$ cat src/sv/i2bs_pkg.sv
// ----------------------------------------------------------------------------
// i2bs_pkg
// Shared types, character codes and the digit-to-character mapping for the
// integer to base string converter.
// ----------------------------------------------------------------------------
package i2bs_pkg;

  localparam int REG_W  = 6;
  localparam int CHAR_W = 7;

  localparam logic [REG_W-1:0] RADIX_MIN   = 6'd2;
  localparam logic [REG_W-1:0] RADIX_MAX   = 6'd36;
  localparam logic [REG_W-1:0] RADIX_RESET = 6'd10;
  localparam logic [REG_W-1:0] DEC_DIGITS  = 6'd10;

  localparam logic [CHAR_W-1:0] CH_ZERO      = 7'h30;
  localparam logic [CHAR_W-1:0] CH_ALPHA_OFS = 7'h57;
  localparam logic [CHAR_W-1:0] CH_SPACE     = 7'h20;
  localparam logic [CHAR_W-1:0] CH_MINUS     = 7'h2d;

  typedef struct packed {
    logic             neg;
    logic [REG_W-1:0] base;
    logic [REG_W-1:0] width;
  } job_ctl_t;

  function automatic logic [CHAR_W-1:0] digit_char(input logic [REG_W-1:0] d);
    if (d < DEC_DIGITS) begin
      return CH_ZERO + {1'b0, d};
    end
    return CH_ALPHA_OFS + {1'b0, d};
  endfunction

endpackage

$ cat src/sv/i2bs_front.sv
// ----------------------------------------------------------------------------
// i2bs_front
// Holds the configuration registers, accepts items and classifies each value
// into sign and magnitude before handing the job to the queue.
// ----------------------------------------------------------------------------
module i2bs_front #(
  parameter int VALUE_BITS = 32,
  parameter int MAX_CHARS  = 33
) (
  input  logic                         clk,
  input  logic                         rst_n,
  input  logic                         cfg_wr_en,
  input  logic                         cfg_index,
  input  logic [i2bs_pkg::REG_W-1:0]   cfg_wdata,
  input  logic                         in_valid,
  output logic                         in_ready,
  input  logic [VALUE_BITS-1:0]        in_value,
  input  logic                         q_full,
  output logic                         q_push,
  output logic [VALUE_BITS-1:0]        q_mag,
  output i2bs_pkg::job_ctl_t           q_ctl
);

  localparam logic REG_RADIX     = 1'b0;
  localparam logic REG_MIN_WIDTH = 1'b1;
  localparam logic [VALUE_BITS-1:0] ONE = VALUE_BITS'(1);

  logic [i2bs_pkg::REG_W-1:0] radix_r, radix_nxt;
  logic [i2bs_pkg::REG_W-1:0] min_width_r, min_width_nxt;
  logic                       neg;

  always_comb begin
    radix_nxt     = radix_r;
    min_width_nxt = min_width_r;
    if (cfg_index == REG_RADIX) begin
      if (cfg_wdata < i2bs_pkg::RADIX_MIN) begin
        radix_nxt = i2bs_pkg::RADIX_MIN;
      end else if (cfg_wdata > i2bs_pkg::RADIX_MAX) begin
        radix_nxt = i2bs_pkg::RADIX_MAX;
      end else begin
        radix_nxt = cfg_wdata;
      end
    end
    if (cfg_index == REG_MIN_WIDTH) begin
      if ({1'b0, cfg_wdata} > 7'(MAX_CHARS)) begin
        min_width_nxt = i2bs_pkg::REG_W'(MAX_CHARS);
      end else begin
        min_width_nxt = cfg_wdata;
      end
    end
  end

  always_ff @(posedge clk) begin
    if (!rst_n) begin
      radix_r     <= i2bs_pkg::RADIX_RESET;
      min_width_r <= '0;
    end else if (cfg_wr_en) begin
      radix_r     <= radix_nxt;
      min_width_r <= min_width_nxt;
    end
  end

  assign neg      = in_value[VALUE_BITS-1];
  assign in_ready = !q_full;
  assign q_push   = in_valid && !q_full;
  assign q_mag    = neg ? (~in_value) + ONE : in_value;

  always_comb begin
    q_ctl.neg   = neg;
    q_ctl.base  = radix_r;
    q_ctl.width = min_width_r;
  end

endmodule

$ cat src/sv/i2bs_fifo.sv
// ----------------------------------------------------------------------------
// i2bs_fifo
// Two-entry job queue between the classifying front and the conversion back.
// ----------------------------------------------------------------------------
module i2bs_fifo #(
  parameter int W = 8
) (
  input  logic         clk,
  input  logic         rst_n,
  input  logic         push,
  input  logic [W-1:0] push_data,
  output logic         full,
  input  logic         pop,
  output logic [W-1:0] pop_data,
  output logic         empty
);

  localparam int DEPTH = 2;
  localparam int PW    = $clog2(DEPTH);

  logic [W-1:0]  entry_r [DEPTH];
  logic [PW-1:0] wr_ptr_r, rd_ptr_r;
  logic [PW:0]   count_r;

  assign full     = (count_r == (PW+1)'(DEPTH));
  assign empty    = (count_r == '0);
  assign pop_data = entry_r[rd_ptr_r];

  always_ff @(posedge clk) begin
    if (push) begin
      entry_r[wr_ptr_r] <= push_data;
    end
  end

  always_ff @(posedge clk) begin
    if (!rst_n) begin
      wr_ptr_r <= '0;
      rd_ptr_r <= '0;
      count_r  <= '0;
    end else begin
      if (push) begin
        wr_ptr_r <= wr_ptr_r + 1'b1;
      end
      if (pop) begin
        rd_ptr_r <= rd_ptr_r + 1'b1;
      end
      if (push && !pop) begin
        count_r <= count_r + 1'b1;
      end else if (pop && !push) begin
        count_r <= count_r - 1'b1;
      end
    end
  end

  a_no_push_full: assert property (@(posedge clk) disable iff (!rst_n) push |-> !full)
    else $error("Queue written while full.");
  a_no_pop_empty: assert property (@(posedge clk) disable iff (!rst_n) pop |-> !empty)
    else $error("Queue read while empty.");
  a_count_range: assert property (@(posedge clk) disable iff (!rst_n)
    count_r <= (PW+1)'(DEPTH))
    else $error("Queue count out of range.");

endmodule

$ cat src/sv/i2bs_back.sv
// ----------------------------------------------------------------------------
// i2bs_back
// Converts one queued job: repeated division by the base, eight quotient bits
// per cycle, digits kept in a small store, then padding, sign and digits are
// emitted via an output register at one character per cycle unless stalled.
// ----------------------------------------------------------------------------
module i2bs_back #(
  parameter int VALUE_BITS = 32
) (
  input  logic                             clk,
  input  logic                             rst_n,
  input  logic                             q_empty,
  output logic                             q_pop,
  input  logic [VALUE_BITS-1:0]            q_mag,
  input  i2bs_pkg::job_ctl_t               q_ctl,
  output logic                             out_valid,
  input  logic                             out_ready,
  output logic [i2bs_pkg::CHAR_W-1:0]      out_char,
  output logic                             out_last
);

  localparam int DIV_BITS = 8;
  localparam int STEPS    = (VALUE_BITS + DIV_BITS - 1) / DIV_BITS;
  localparam int QW       = STEPS * DIV_BITS;
  localparam int SW       = (STEPS > 1) ? $clog2(STEPS) : 1;
  localparam int CW       = $clog2(VALUE_BITS + 1);
  localparam int AW       = $clog2(VALUE_BITS);
  localparam int TW       = (CW + 1 > 7) ? CW + 1 : 7;
  localparam int RW       = i2bs_pkg::REG_W;

  typedef enum logic [1:0] {ST_IDLE, ST_DIV, ST_PREP, ST_EMIT} state_t;

  state_t                       state_r, state_nxt;
  logic [QW-1:0]                quot_r, quot_nxt;
  logic [RW-1:0]                rem_r, rem_nxt;
  logic [SW-1:0]                step_r, step_nxt;
  logic [CW-1:0]                cnt_r, cnt_nxt;
  i2bs_pkg::job_ctl_t           ctl_r, ctl_nxt;
  logic [TW-1:0]                pad_r, pad_nxt;
  logic                         neg_r, neg_nxt;
  logic [CW-1:0]                idx_r, idx_nxt;
  logic                         out_valid_r, out_valid_nxt;
  logic [i2bs_pkg::CHAR_W-1:0]  out_char_r, out_char_nxt;
  logic                         out_last_r, out_last_nxt;

  logic [RW-1:0]                digit_mem [VALUE_BITS];
  logic [RW-1:0]                mem_q_r;
  logic                         mem_we;
  logic [CW-1:0]                rd_sel;
  logic [AW-1:0]                rd_addr;

  logic [RW:0]                  div_trial;
  logic [RW-1:0]                div_rem;
  logic [DIV_BITS-1:0]          div_qb;
  logic [QW-1:0]                div_quot;
  logic                         last_step;
  logic [TW-1:0]                text_len;
  logic [TW-1:0]                width_ext;
  logic                         load;

  always_comb begin
    div_rem   = rem_r;
    div_qb    = '0;
    div_trial = '0;
    for (int i = 0; i < DIV_BITS; i++) begin
      div_trial = {div_rem, quot_r[QW-1-i]};
      if (div_trial >= {1'b0, ctl_r.base}) begin
        div_trial            = div_trial - {1'b0, ctl_r.base};
        div_qb[DIV_BITS-1-i] = 1'b1;
      end
      div_rem = div_trial[RW-1:0];
    end
    div_quot = (quot_r << DIV_BITS) | QW'(div_qb);
  end

  assign last_step = (step_r == SW'(STEPS - 1));
  assign text_len  = TW'(cnt_r) + TW'(ctl_r.neg);
  assign width_ext = TW'(ctl_r.width);
  assign load      = !out_valid_r || out_ready;

  always_comb begin
    state_nxt     = state_r;
    quot_nxt      = quot_r;
    rem_nxt       = rem_r;
    step_nxt      = step_r;
    cnt_nxt       = cnt_r;
    ctl_nxt       = ctl_r;
    pad_nxt       = pad_r;
    neg_nxt       = neg_r;
    idx_nxt       = idx_r;
    out_valid_nxt = out_valid_r && !out_ready;
    out_char_nxt  = out_char_r;
    out_last_nxt  = out_last_r;
    q_pop         = 1'b0;
    mem_we        = 1'b0;
    rd_sel        = idx_r - CW'(1);
    unique case (state_r)
      ST_IDLE: begin
        if (!q_empty) begin
          q_pop     = 1'b1;
          quot_nxt  = QW'(q_mag);
          ctl_nxt   = q_ctl;
          rem_nxt   = '0;
          step_nxt  = '0;
          cnt_nxt   = '0;
          state_nxt = ST_DIV;
        end
      end
      ST_DIV: begin
        quot_nxt = div_quot;
        if (last_step) begin
          mem_we   = 1'b1;
          cnt_nxt  = cnt_r + CW'(1);
          rem_nxt  = '0;
          step_nxt = '0;
          if (div_quot == '0) begin
            state_nxt = ST_PREP;
          end
        end else begin
          rem_nxt  = div_rem;
          step_nxt = step_r + SW'(1);
        end
      end
      ST_PREP: begin
        rd_sel    = cnt_r - CW'(1);
        pad_nxt   = (width_ext > text_len) ? width_ext - text_len : '0;
        neg_nxt   = ctl_r.neg;
        idx_nxt   = cnt_r;
        state_nxt = ST_EMIT;
      end
      ST_EMIT: begin
        if (load) begin
          out_valid_nxt = 1'b1;
          if (pad_r != '0) begin
            out_char_nxt = i2bs_pkg::CH_SPACE;
            out_last_nxt = 1'b0;
            pad_nxt      = pad_r - TW'(1);
          end else if (neg_r) begin
            out_char_nxt = i2bs_pkg::CH_MINUS;
            out_last_nxt = 1'b0;
            neg_nxt      = 1'b0;
          end else begin
            out_char_nxt = i2bs_pkg::digit_char(mem_q_r);
            out_last_nxt = (idx_r == CW'(1));
            idx_nxt      = idx_r - CW'(1);
            rd_sel       = (idx_r > CW'(1)) ? idx_r - CW'(2) : '0;
            if (idx_r == CW'(1)) begin
              state_nxt = ST_IDLE;
            end
          end
        end
      end
      default: begin
        state_nxt = ST_IDLE;
      end
    endcase
  end

  assign rd_addr = rd_sel[AW-1:0];

  always_ff @(posedge clk) begin
    if (mem_we) begin
      digit_mem[cnt_r[AW-1:0]] <= div_rem;
    end
    mem_q_r <= digit_mem[rd_addr];
  end

  always_ff @(posedge clk) begin
    if (!rst_n) begin
      state_r     <= ST_IDLE;
      out_valid_r <= 1'b0;
      cnt_r       <= '0;
      step_r      <= '0;
      pad_r       <= '0;
      neg_r       <= 1'b0;
      idx_r       <= '0;
    end else begin
      state_r     <= state_nxt;
      out_valid_r <= out_valid_nxt;
      cnt_r       <= cnt_nxt;
      step_r      <= step_nxt;
      pad_r       <= pad_nxt;
      neg_r       <= neg_nxt;
      idx_r       <= idx_nxt;
    end
    quot_r     <= quot_nxt;
    rem_r      <= rem_nxt;
    ctl_r      <= ctl_nxt;
    out_char_r <= out_char_nxt;
    out_last_r <= out_last_nxt;
  end

  assign out_valid = out_valid_r;
  assign out_char  = out_char_r;
  assign out_last  = out_last_r;

  a_rem_below_base: assert property (@(posedge clk) disable iff (!rst_n)
    (state_r == ST_DIV) |-> (rem_r < ctl_r.base))
    else $error("Partial remainder not below the base.");
  a_store_bound: assert property (@(posedge clk) disable iff (!rst_n)
    (state_r == ST_DIV) |-> (cnt_r < CW'(VALUE_BITS)))
    else $error("Digit store overflow.");
  a_emit_has_digit: assert property (@(posedge clk) disable iff (!rst_n)
    (state_r == ST_EMIT) |-> (idx_r != '0))
    else $error("Emitting with no digit left.");

endmodule

$ cat src/sv/integer_to_base_string.sv
// ----------------------------------------------------------------------------
// integer_to_base_string
// Converts a signed integer into its ASCII text in a configurable base.
// ----------------------------------------------------------------------------
// Each item is a two's complement value; its text comes out one character per
// transfer, most significant first, left padded with spaces to min_width,
// with a minus sign for negative values and tlast on the final digit. Digits
// are produced by a divide unit that retires eight quotient bits per cycle; a
// load step precedes the division and a setup step follows it, after which
// the characters leave at one per cycle unless out_tready stalls them. A
// two-entry queue lets the next items be accepted while one is converted.
// Radix writes are clamped to 2..36 and min_width to MAX_CHARS.
// ----------------------------------------------------------------------------
module integer_to_base_string #(
  parameter int VALUE_BITS = 32,
  parameter int MAX_CHARS  = 33
) (
  input  logic                               clk,
  input  logic                               rst_n,
  input  logic                               cfg_wr_en,
  input  logic                               cfg_index,
  input  logic [5:0]                         cfg_wdata,
  input  logic                               in_tvalid,
  output logic                               in_tready,
  // value [VALUE_BITS-1:0], zero fill above
  input  logic [((VALUE_BITS+7)/8)*8-1:0]    in_tdata,
  output logic                               out_tvalid,
  input  logic                               out_tready,
  // char_out [6:0], zero fill [7]
  output logic [7:0]                         out_tdata,
  output logic                               out_tlast
);

  localparam int JOB_W = VALUE_BITS + $bits(i2bs_pkg::job_ctl_t);

  logic                          q_push, q_pop, q_full, q_empty;
  logic [VALUE_BITS-1:0]         front_mag, back_mag;
  i2bs_pkg::job_ctl_t            front_ctl, back_ctl;
  logic [JOB_W-1:0]              q_wdata, q_rdata;
  logic [i2bs_pkg::CHAR_W-1:0]   out_char;

  i2bs_front #(
    .VALUE_BITS(VALUE_BITS),
    .MAX_CHARS (MAX_CHARS)
  ) u_front (
    .clk      (clk),
    .rst_n    (rst_n),
    .cfg_wr_en(cfg_wr_en),
    .cfg_index(cfg_index),
    .cfg_wdata(cfg_wdata),
    .in_valid (in_tvalid),
    .in_ready (in_tready),
    .in_value (in_tdata[VALUE_BITS-1:0]),
    .q_full   (q_full),
    .q_push   (q_push),
    .q_mag    (front_mag),
    .q_ctl    (front_ctl)
  );

  assign q_wdata = {front_mag, front_ctl};

  i2bs_fifo #(
    .W(JOB_W)
  ) u_fifo (
    .clk      (clk),
    .rst_n    (rst_n),
    .push     (q_push),
    .push_data(q_wdata),
    .full     (q_full),
    .pop      (q_pop),
    .pop_data (q_rdata),
    .empty    (q_empty)
  );

  assign back_mag = q_rdata[JOB_W-1 -: VALUE_BITS];
  assign back_ctl = q_rdata[$bits(i2bs_pkg::job_ctl_t)-1:0];

  i2bs_back #(
    .VALUE_BITS(VALUE_BITS)
  ) u_back (
    .clk      (clk),
    .rst_n    (rst_n),
    .q_empty  (q_empty),
    .q_pop    (q_pop),
    .q_mag    (back_mag),
    .q_ctl    (back_ctl),
    .out_valid(out_tvalid),
    .out_ready(out_tready),
    .out_char (out_char),
    .out_last (out_tlast)
  );

  assign out_tdata = {1'b0, out_char};

endmodule
$ cat config.mk
export PLATFORM = sky130hd
export DESIGN_NAME = integer_to_base_string
export DESIGN_NICKNAME = d
export VERILOG_FILES = /design/src/sv/i2bs_pkg.sv /design/src/sv/i2bs_front.sv /design/src/sv/i2bs_fifo.sv /design/src/sv/i2bs_back.sv /design/src/sv/integer_to_base_string.sv
export SDC_FILE = /design/constraint.sdc
export NUM_CORES = 1
export LEC_CHECK = 0
export ABC_CLOCK_PERIOD_IN_PS = 30200
export BUFFER_PORTS_ARGS = -buffer_cell sky130_fd_sc_hd__buf_4
export CAP_MARGIN = 20
export CORE_MARGIN = 5
export CORE_UTILIZATION = 53
export CTS_CLUSTER_DIAMETER = 40
export DETAILED_ROUTE_END_ITERATION = 10
export GPL_ROUTABILITY_DRIVEN = 0
export PLACE_DENSITY = 0.8
export SLEW_MARGIN = 30
export SYNTH_ARGS = -nofsm -noshare
export SYNTH_HDL_FRONTEND = slang
export SYNTH_HIERARCHICAL = 1
export SYNTH_SLANG_ARGS = --single-unit
$ cat constraint.sdc
create_clock -name clk -period 30.2 [get_ports clk]
set_input_delay 1.51 -clock clk [delete_from_list [all_inputs] [get_ports clk]]
set_output_delay 1.51 -clock clk [all_outputs]
set_load 0.03 [all_outputs]
# Word-level counts from Yosys, hierarchy flattened

Memories as Yosys holds them, arrays and structs flattened. A register that Yosys moved wholly into a read port is not among the register bits.
Index checks and enable logic that the tools add are counted.

$add $sub $neg: 23
Magnitude comparators: 14
Equality and inequality tests: 14
Multiplexer cells: 76
Bitwise gates (word level): 4
Reduce and logical (&&, ||, !) cells: 28

Operator list:

| cell                  | number |
|---|---|
| $mux 6                | 17 |
| $mux 32               | 2 |
| $pmux 32 s2           | 1 |
| $ge 7x6->1            | 8 |
| $sub 6x6->6           | 8 |
| $pmux 6 s2            | 3 |
| $mux 7                | 5 |
| $add 32x1->32 const B | 1 |
| $logic_not 32->1      | 1 |
| $not 32->32           | 1 |
| $or 32x8->32          | 1 |
| $mux 1                | 27 |
| $mux 2                | 11 |
| $mux 5                | 4 |
| $pmux 7 s2            | 1 |
| $gt 6x6->1 const B    | 2 |
| $ne 2x1->1 const B    | 5 |
| $pmux 5 s2            | 1 |
| $reduce_and 2->1      | 5 |
| $reduce_and 3->1      | 3 |
| $eq 2x2->1 const B    | 4 |
| $pmux 2 s4            | 1 |
| $add 6x1->7           | 1 |
| $add 6x6->7 const A   | 1 |
| other kinds (30)      | 45 |

Register bits after elaboration: 100
Memory bits (writable): 282
Memories kept: 2

Memories:

| name             | depth | bits a word | rd ports | clocked after Yosys merged registers in | wr ports | line            | source |
|---|---|---|---|---|---|---|---|
| u_back.digit_mem | 32    | 6           | 1        | 1                                       | 1        | i2bs_back.sv:46 | `logic [RW-1:0] digit_mem [VALUE_BITS];` |
| u_fifo.entry_r   | 2     | 45          | 1        | 1                                       | 1        | i2bs_fifo.sv:21 | `logic [W-1:0] entry_r [DEPTH];` |

# Depth between registers and ports, before layout

Depth after elaboration: 21
Mapped depth: 84

# Modules after synthesis

The synthesis kept the hierarchy.

Modules (own cells, without submodules):

| module                 | instances | cells an instance | area an instance (µm²) |
|---|---|---|---|
| i2bs_back              | 1         | 1358              | 15218.3 |
| i2bs_fifo              | 1         | 162               | 3478.3 |
| i2bs_front             | 1         | 161               | 1255.0 |
| integer_to_base_string | 1         | 2                 | 11.3 |

# Worst setup path before layout

OpenSTA, ideal clock, no wires.

Path kind: reg-to-reg
Start: register u_back/ctl_r[7] (netlist bit)
End: register u_back.rem_r[0] (data pin)
Setup time: 0.139 ns
Arrival time: 16.928 ns
Required time: 30.061 ns
Setup slack: 13.133 ns
Stages on the path, launching flop included: 76
Path buffers: 2
Period minus slack after synthesis: 17.067 ns
Cells stage by stage: edfxtp_1 -> inv_1 -> ha_1 -> nand2_1 -> o21a_1 -> o21ai_1 -> mux2_2 -> ha_1 -> nand2_1 -> o21ba_2 -> o31ai_2 -> o2111ai_2 -> o21ai_0 -> inv_1 -> ha_1 -> nand2b_1 -> a21oi_1 -> o31a_1 -> [40 not listed] -> nand2b_1 -> a21o_1 -> a21o_1 -> a31o_2 -> a21o_1 -> a31oi_1 -> o21a_1 -> o21ai_0 -> mux2i_1 -> ha_1 -> a21o_1 -> a21o_1 -> a21o_1 -> a21o_1 -> a211o_1 -> a2111oi_4 -> mux2i_1 -> and3b_1

Word-level cells in the longest chain between the ends: 18
Elaborated cells between the ends (all ways): 25
Classes of those cells: 7 x add/sub; 8 x order compare; 10 x mux

Ends and longest elaborated chain:

| item                                      | line                             | source |
|---|---|---|
| start: declaration                        | i2bs_back.sv:38                  | `i2bs_pkg::job_ctl_t ctl_r, ctl_nxt;` |
| start signal: assignment                  | i2bs_back.sv:188                 | `ctl_r <= ctl_nxt;` |
| $sub 6x6->6 or $ge 7x6->1 (tied branches) | i2bs_back.sv:68, i2bs_back.sv:67 |  |
| $mux 6                                    | i2bs_back.sv:67                  | `if (div_trial >= {1'b0, ctl_r.base}) begin` |
| $sub 6x6->6 or $ge 7x6->1 (tied branches) | i2bs_back.sv:68, i2bs_back.sv:67 |  |
| $mux 6                                    | i2bs_back.sv:67                  |  |
| $sub 6x6->6 or $ge 7x6->1 (tied branches) | i2bs_back.sv:68, i2bs_back.sv:67 |  |
| $mux 6                                    | i2bs_back.sv:67                  |  |
| $sub 6x6->6 or $ge 7x6->1 (tied branches) | i2bs_back.sv:68, i2bs_back.sv:67 |  |
| $mux 6                                    | i2bs_back.sv:67                  |  |
| [3 not listed]                            | -                                |  |
| $mux 6                                    | i2bs_back.sv:67                  |  |
| $sub 6x6->6 or $ge 7x6->1 (tied branches) | i2bs_back.sv:68, i2bs_back.sv:67 |  |
| $mux 6                                    | i2bs_back.sv:67                  |  |
| $ge 7x6->1 *                              | i2bs_back.sv:67                  |  |
| $mux 6 *                                  | i2bs_back.sv:67                  |  |
| net u_back.div_trial[0]                   | i2bs_back.sv:52                  | `logic [RW:0] div_trial;` |
| $mux 6 *                                  | i2bs_back.sv:111                 | `if (last_step) begin` |
| $pmux 6 s2 *                              | i2bs_back.sv:97                  | `unique case (state_r)` |
| end signal: assignment                    | i2bs_back.sv:187                 | `rem_r <= rem_nxt;` |
| end: declaration                          | i2bs_back.sv:35                  | `logic [RW-1:0] rem_r, rem_nxt;` |

The timed path passes the listed nets; every way through them passes the cells marked *.
A chain may end at the register's enable or synchronous reset.

# Worst setup path in the final report

Start: register u_back/ctl_r[7] (netlist bit)
End: register u_back.rem_r[5] (data pin)

Word-level cells in the longest chain between the ends: 18
Elaborated cells between the ends (all ways): 26
Classes of those cells: 8 x add/sub; 8 x order compare; 10 x mux

Ends and longest elaborated chain:

| item                                      | line |
|---|---|
| $sub 6x6->6 or $ge 7x6->1 (tied branches) | i2bs_back.sv:68, i2bs_back.sv:67 |
| $mux 6                                    | i2bs_back.sv:67 |
| $sub 6x6->6 or $ge 7x6->1 (tied branches) | i2bs_back.sv:68, i2bs_back.sv:67 |
| $mux 6                                    | i2bs_back.sv:67 |
| $sub 6x6->6 or $ge 7x6->1 (tied branches) | i2bs_back.sv:68, i2bs_back.sv:67 |
| $mux 6                                    | i2bs_back.sv:67 |
| $sub 6x6->6 or $ge 7x6->1 (tied branches) | i2bs_back.sv:68, i2bs_back.sv:67 |
| $mux 6                                    | i2bs_back.sv:67 |
| [3 not listed]                            | - |
| $mux 6                                    | i2bs_back.sv:67 |
| $sub 6x6->6 or $ge 7x6->1 (tied branches) | i2bs_back.sv:68, i2bs_back.sv:67 |
| $mux 6                                    | i2bs_back.sv:67 |
| $sub 6x6->6 or $ge 7x6->1 (tied branches) | i2bs_back.sv:68, i2bs_back.sv:67 |
| $mux 6 *                                  | i2bs_back.sv:67 |
| net u_back.div_trial[5]                   | i2bs_back.sv:52 |
| $mux 6 *                                  | i2bs_back.sv:111 |
| $pmux 6 s2 *                              | i2bs_back.sv:97 |

Marked as above.

==> summary.md <==
| Metric | Value |
|---|---|
| Result of the run | `finished clean` |
| Post-Syn Nets | `about 1800` |
| Crit path launch type | `flip-flop` |
| Maximum number of pins on one net before global-route repair | `97` |
| Per-cell routed wire length | `18.7 um` |
| Total gr overflow | `0` |
| Most used standard cell by instance count after synthesis | `sky130_fd_sc_hd__edfxtp_1` |
| Crit path time final | `approximately 19 ns` |
| Count of different cell masters after synthesis | `93` |
| Critical Path AT | `~19 ns` |
| Initial DRC Count | `1075` |
| Most common flop cell mapped by yosys | `sky130_fd_sc_hd__edfxtp_1` |
| DRC | `0` |
| Max_cap viols | `0` |
| Seq cells post-synth | `389` |
| Half-perimeter wire length after placement | `27.9 mm` |
| Critical path origin | `u_back/ctl_r[7]$_DFFE_PP_` |
| Synth top area cells | `sky130_fd_sc_hd__edfxtp_1 51%, sky130_fd_sc_hd__ha_1 5.0%, sky130_fd_sc_hd__dfxtp_1 4.8%, sky130_fd_sc_hd__mux2_2 4.6%, sky130_fd_sc_hd__nand2_1 4.0%` |
| Cts repair resizes | `0` |
| Crit path max fanout | `33` |
| Total standard cell area after synthesis | `0.0200 mm^2` |
| RSZ-0062 raised after global routing | `false` |
| CP endpoint kind | `flip-flop` |
| N_diodes | `0` |
| Post-layout net count | `1849` |
| Sequential area share after synthesis | `56.1%` |
| Share of post-route cells with drive strength above 1 | `approximately 16%` |
| Number of buffers created by CTS | `45` |
| Number of buffers on the longest clock path | `3` |
| Launch point of the worst hold path | `u_front/radix_r[3]$_SDFFE_PN1P_` |
| Core Area | `about 0.037 mm^2` |
| Top Ports | `55` |
| Final setup viols | `0` |
| Beginning of the worst register-to-register path | `u_back/ctl_r[7]$_DFFE_PP_` |
| Overall die area | `roughly 0.042 mm^2` |
| Critical path's top delay family | `compound AO/OA/AOI/OAI gates` |
| Synth async-reset ratio | `0%` |
| Total length of routed wires | `42.3 mm` |
| Number of buffer and inverter instances along the worst setup path | `6` |
| Vias per std cell | `roughly 5.9` |
| Critical Path Slowest Stage Cell | `sky130_fd_sc_hd__a2111oi_4` |
| Placed instance area | `around 0.021 mm^2` |
| Post-synthesis to final-layout area growth | `11.8%` |
| Final setup skew | `0.0240 ns` |
| Starting density of the core | `roughly 53%` |
| Clock slew at the register clock pins of the worst setup and hold paths | `0.06 ns` |
| Actual transition at the worst max-transition pin | `0.838 ns` |
| Number of hold-slack violations in the final timing report | `0` |
| Yosys warnings | `6` |
| Commonest cells in the netlist | `341 x sky130_fd_sc_hd__edfxtp_1, 212 x sky130_fd_sc_hd__nand2_1, 86 x sky130_fd_sc_hd__nor2_1` |
| Synthesized instance count | `1683` |
| Initial DRT Pass Iterations | `5` |
| CTS HTree Levels | `2` |
| Count of buffers inserted at the top-level ports | `53` |
| TritonCTS clock tree | `yes` |
| Clk_lat worst skew | `0.57 ns` |
| Longest individual stage delay on the worst path | `between 0.6 and 0.7 ns` |
| Dominant cell type by count on the critical path | `sky130_fd_sc_hd__o21ai_0` |
| Number of setup buffers added after CTS | `0` |
| Min-delay worst type | `reg -> reg` |
| Number of antenna violations at the first check in global routing | `0` |
| CTS root buffer | `sky130_fd_sc_hd__clkbuf_16` |
| Hold-fix buffers, CTS | `0` |
| Number of placement rows | `roughly 70` |
| Number of max-slew violations in the final report | `0` |
| Mean Syn Cell Area | `11.9 um^2` |
| Fraction of the cycle the final worst path needs | `63.4%` |
| Post-route standard cell area excluding fillers | `0.0223 mm^2` |
| Critical path type | `reg -> reg` |
| Fmax | `between 0.05 and 0.06 GHz` |
| Number of clock sinks seen by CTS | `389` |
| Remaining number of nets flagged by the antenna check after routing | `0` |
| Die Width | `~200 um` |
| DIE HEIGHT | `roughly 200 um` |
| Proportion of netlist area held by the largest area contributor | `51.3%` |
| Largest area contributor in the netlist | `sky130_fd_sc_hd__edfxtp_1` |
| Post-synth EDFFs | `between 300 and 400` |
| Worst EP required | `~31 ns` |
| Remaining max-slew budget at the tightest pin | `44.2%` |
| Total global-route track usage | `about a fifth` |
| Total via count in the routed design | `roughly 13000` |
| Vias in the first global route | `13300` |
| Wire length of the first global-routing pass | `around 70 mm` |
| Sum Neg Setup Slack | `0 ns` |
[through the flow]
stage	hold WS, ns	std cells	setup WS [ns]	utilization [%]
floorplan	0.420	1683	13.13	-
global placement	0.434	2181	12.20	55.7
detailed placement	0.443	2181	11.39	55.7
CTS	0.457	2265	11.18	59.7
global route	0.477	2265	9.33	59.7
finish	0.458	2265	11.05	59.7
[registers in the layout (all words and copies together), names as in the netlist, 2 cells and up, named ones only]
register and flops:
u_back/step_r 2, u_front/min_width_r 6, u_fifo/count_r 2, u_back/pad_r 7, u_back/state_r 2, u_back/digit_mem 192
u_back/idx_r 6, u_back/mem_q_r 6, u_fifo/entry_r 90, u_back/out_char 7, u_back/ctl_r 13, u_back/quot_r 32
u_back/rem_r 6, u_back/cnt_r 6, u_front/radix_r 6
[cell usage in the layout (no fill, tap or decap), types with 45 or more instances in the layout]
cell type                   Yosys  routed
sky130_fd_sc_hd__buf_4          3      64
sky130_fd_sc_hd__edfxtp_1     341     341
sky130_fd_sc_hd__nor2_1        86      86
sky130_fd_sc_hd__dfxtp_1       48      47
sky130_fd_sc_hd__clkbuf_16      0      45
sky130_fd_sc_hd__xnor2_1       56      56
sky130_fd_sc_hd__o21ai_0       73      73
sky130_fd_sc_hd__nand2_1      212     212
sky130_fd_sc_hd__ha_1          79      78
sky130_fd_sc_hd__inv_1         69      69
sky130_fd_sc_hd__mux2_2        82      82
[kinds of logic (layout without fill, tap and decap cells)]
group	after synthesis	after routing	synth area share, %
multiplexers	98	98	5.57
flip-flops	389	389	56.1
AO/OA/AOI/OAI	351	351	12.7
AND/OR/NAND/NOR	528	528	13.1
adder cells (fa/ha/maj)	89	89	5.90
XOR/XNOR	80	80	3.51
other	1	1	0.0188
buffers and inverters	147	218	3.02
[metal layers]
metal / up-vias / GRT usage, % / routed length [um] / part of all wire (%)
li1: 6314 / - / - / -
met4: 0 / 7.30 / 1440 / 3.4
met1: 6428 / 26.6 / 17400 / 41
met5: - / 0 / 0 / 0
met2: 452 / 34.1 / 20500 / 48
met3: 90 / 3.79 / 2930 / 6.9
[layout make-up]
class / instances / area, um^2
Clock buffer: 51 / 1150
Clock inverter: 33 / 349
Fill cell: 2801 / 15100
Inverter: 69 / 259
Multi-Input combinational cell: 1147 / 8230
Sequential cell: 389 / 11200
Tap cell: 511 / 639
Timing Repair Buffer: 65 / 492
[final timing paths]
kind | end | slack (ns) | cells after the start
worst max-delay path | u_back/rem_r[5]$_SDFFCE_PN0P_ | 11.05 | 74
worst min-delay path | u_fifo/entry_r[1][9]$_DFFE_PP_ | 0.46 | 0
worst max register to register | u_back/rem_r[5]$_SDFFCE_PN0P_ | 11.05 | 74
worst min register to register | u_fifo/entry_r[1][9]$_DFFE_PP_ | 0.46 | 0
Power is not shown: default switching activity piles up to over one toggle a cycle in this logic, so the estimate is an artifact.
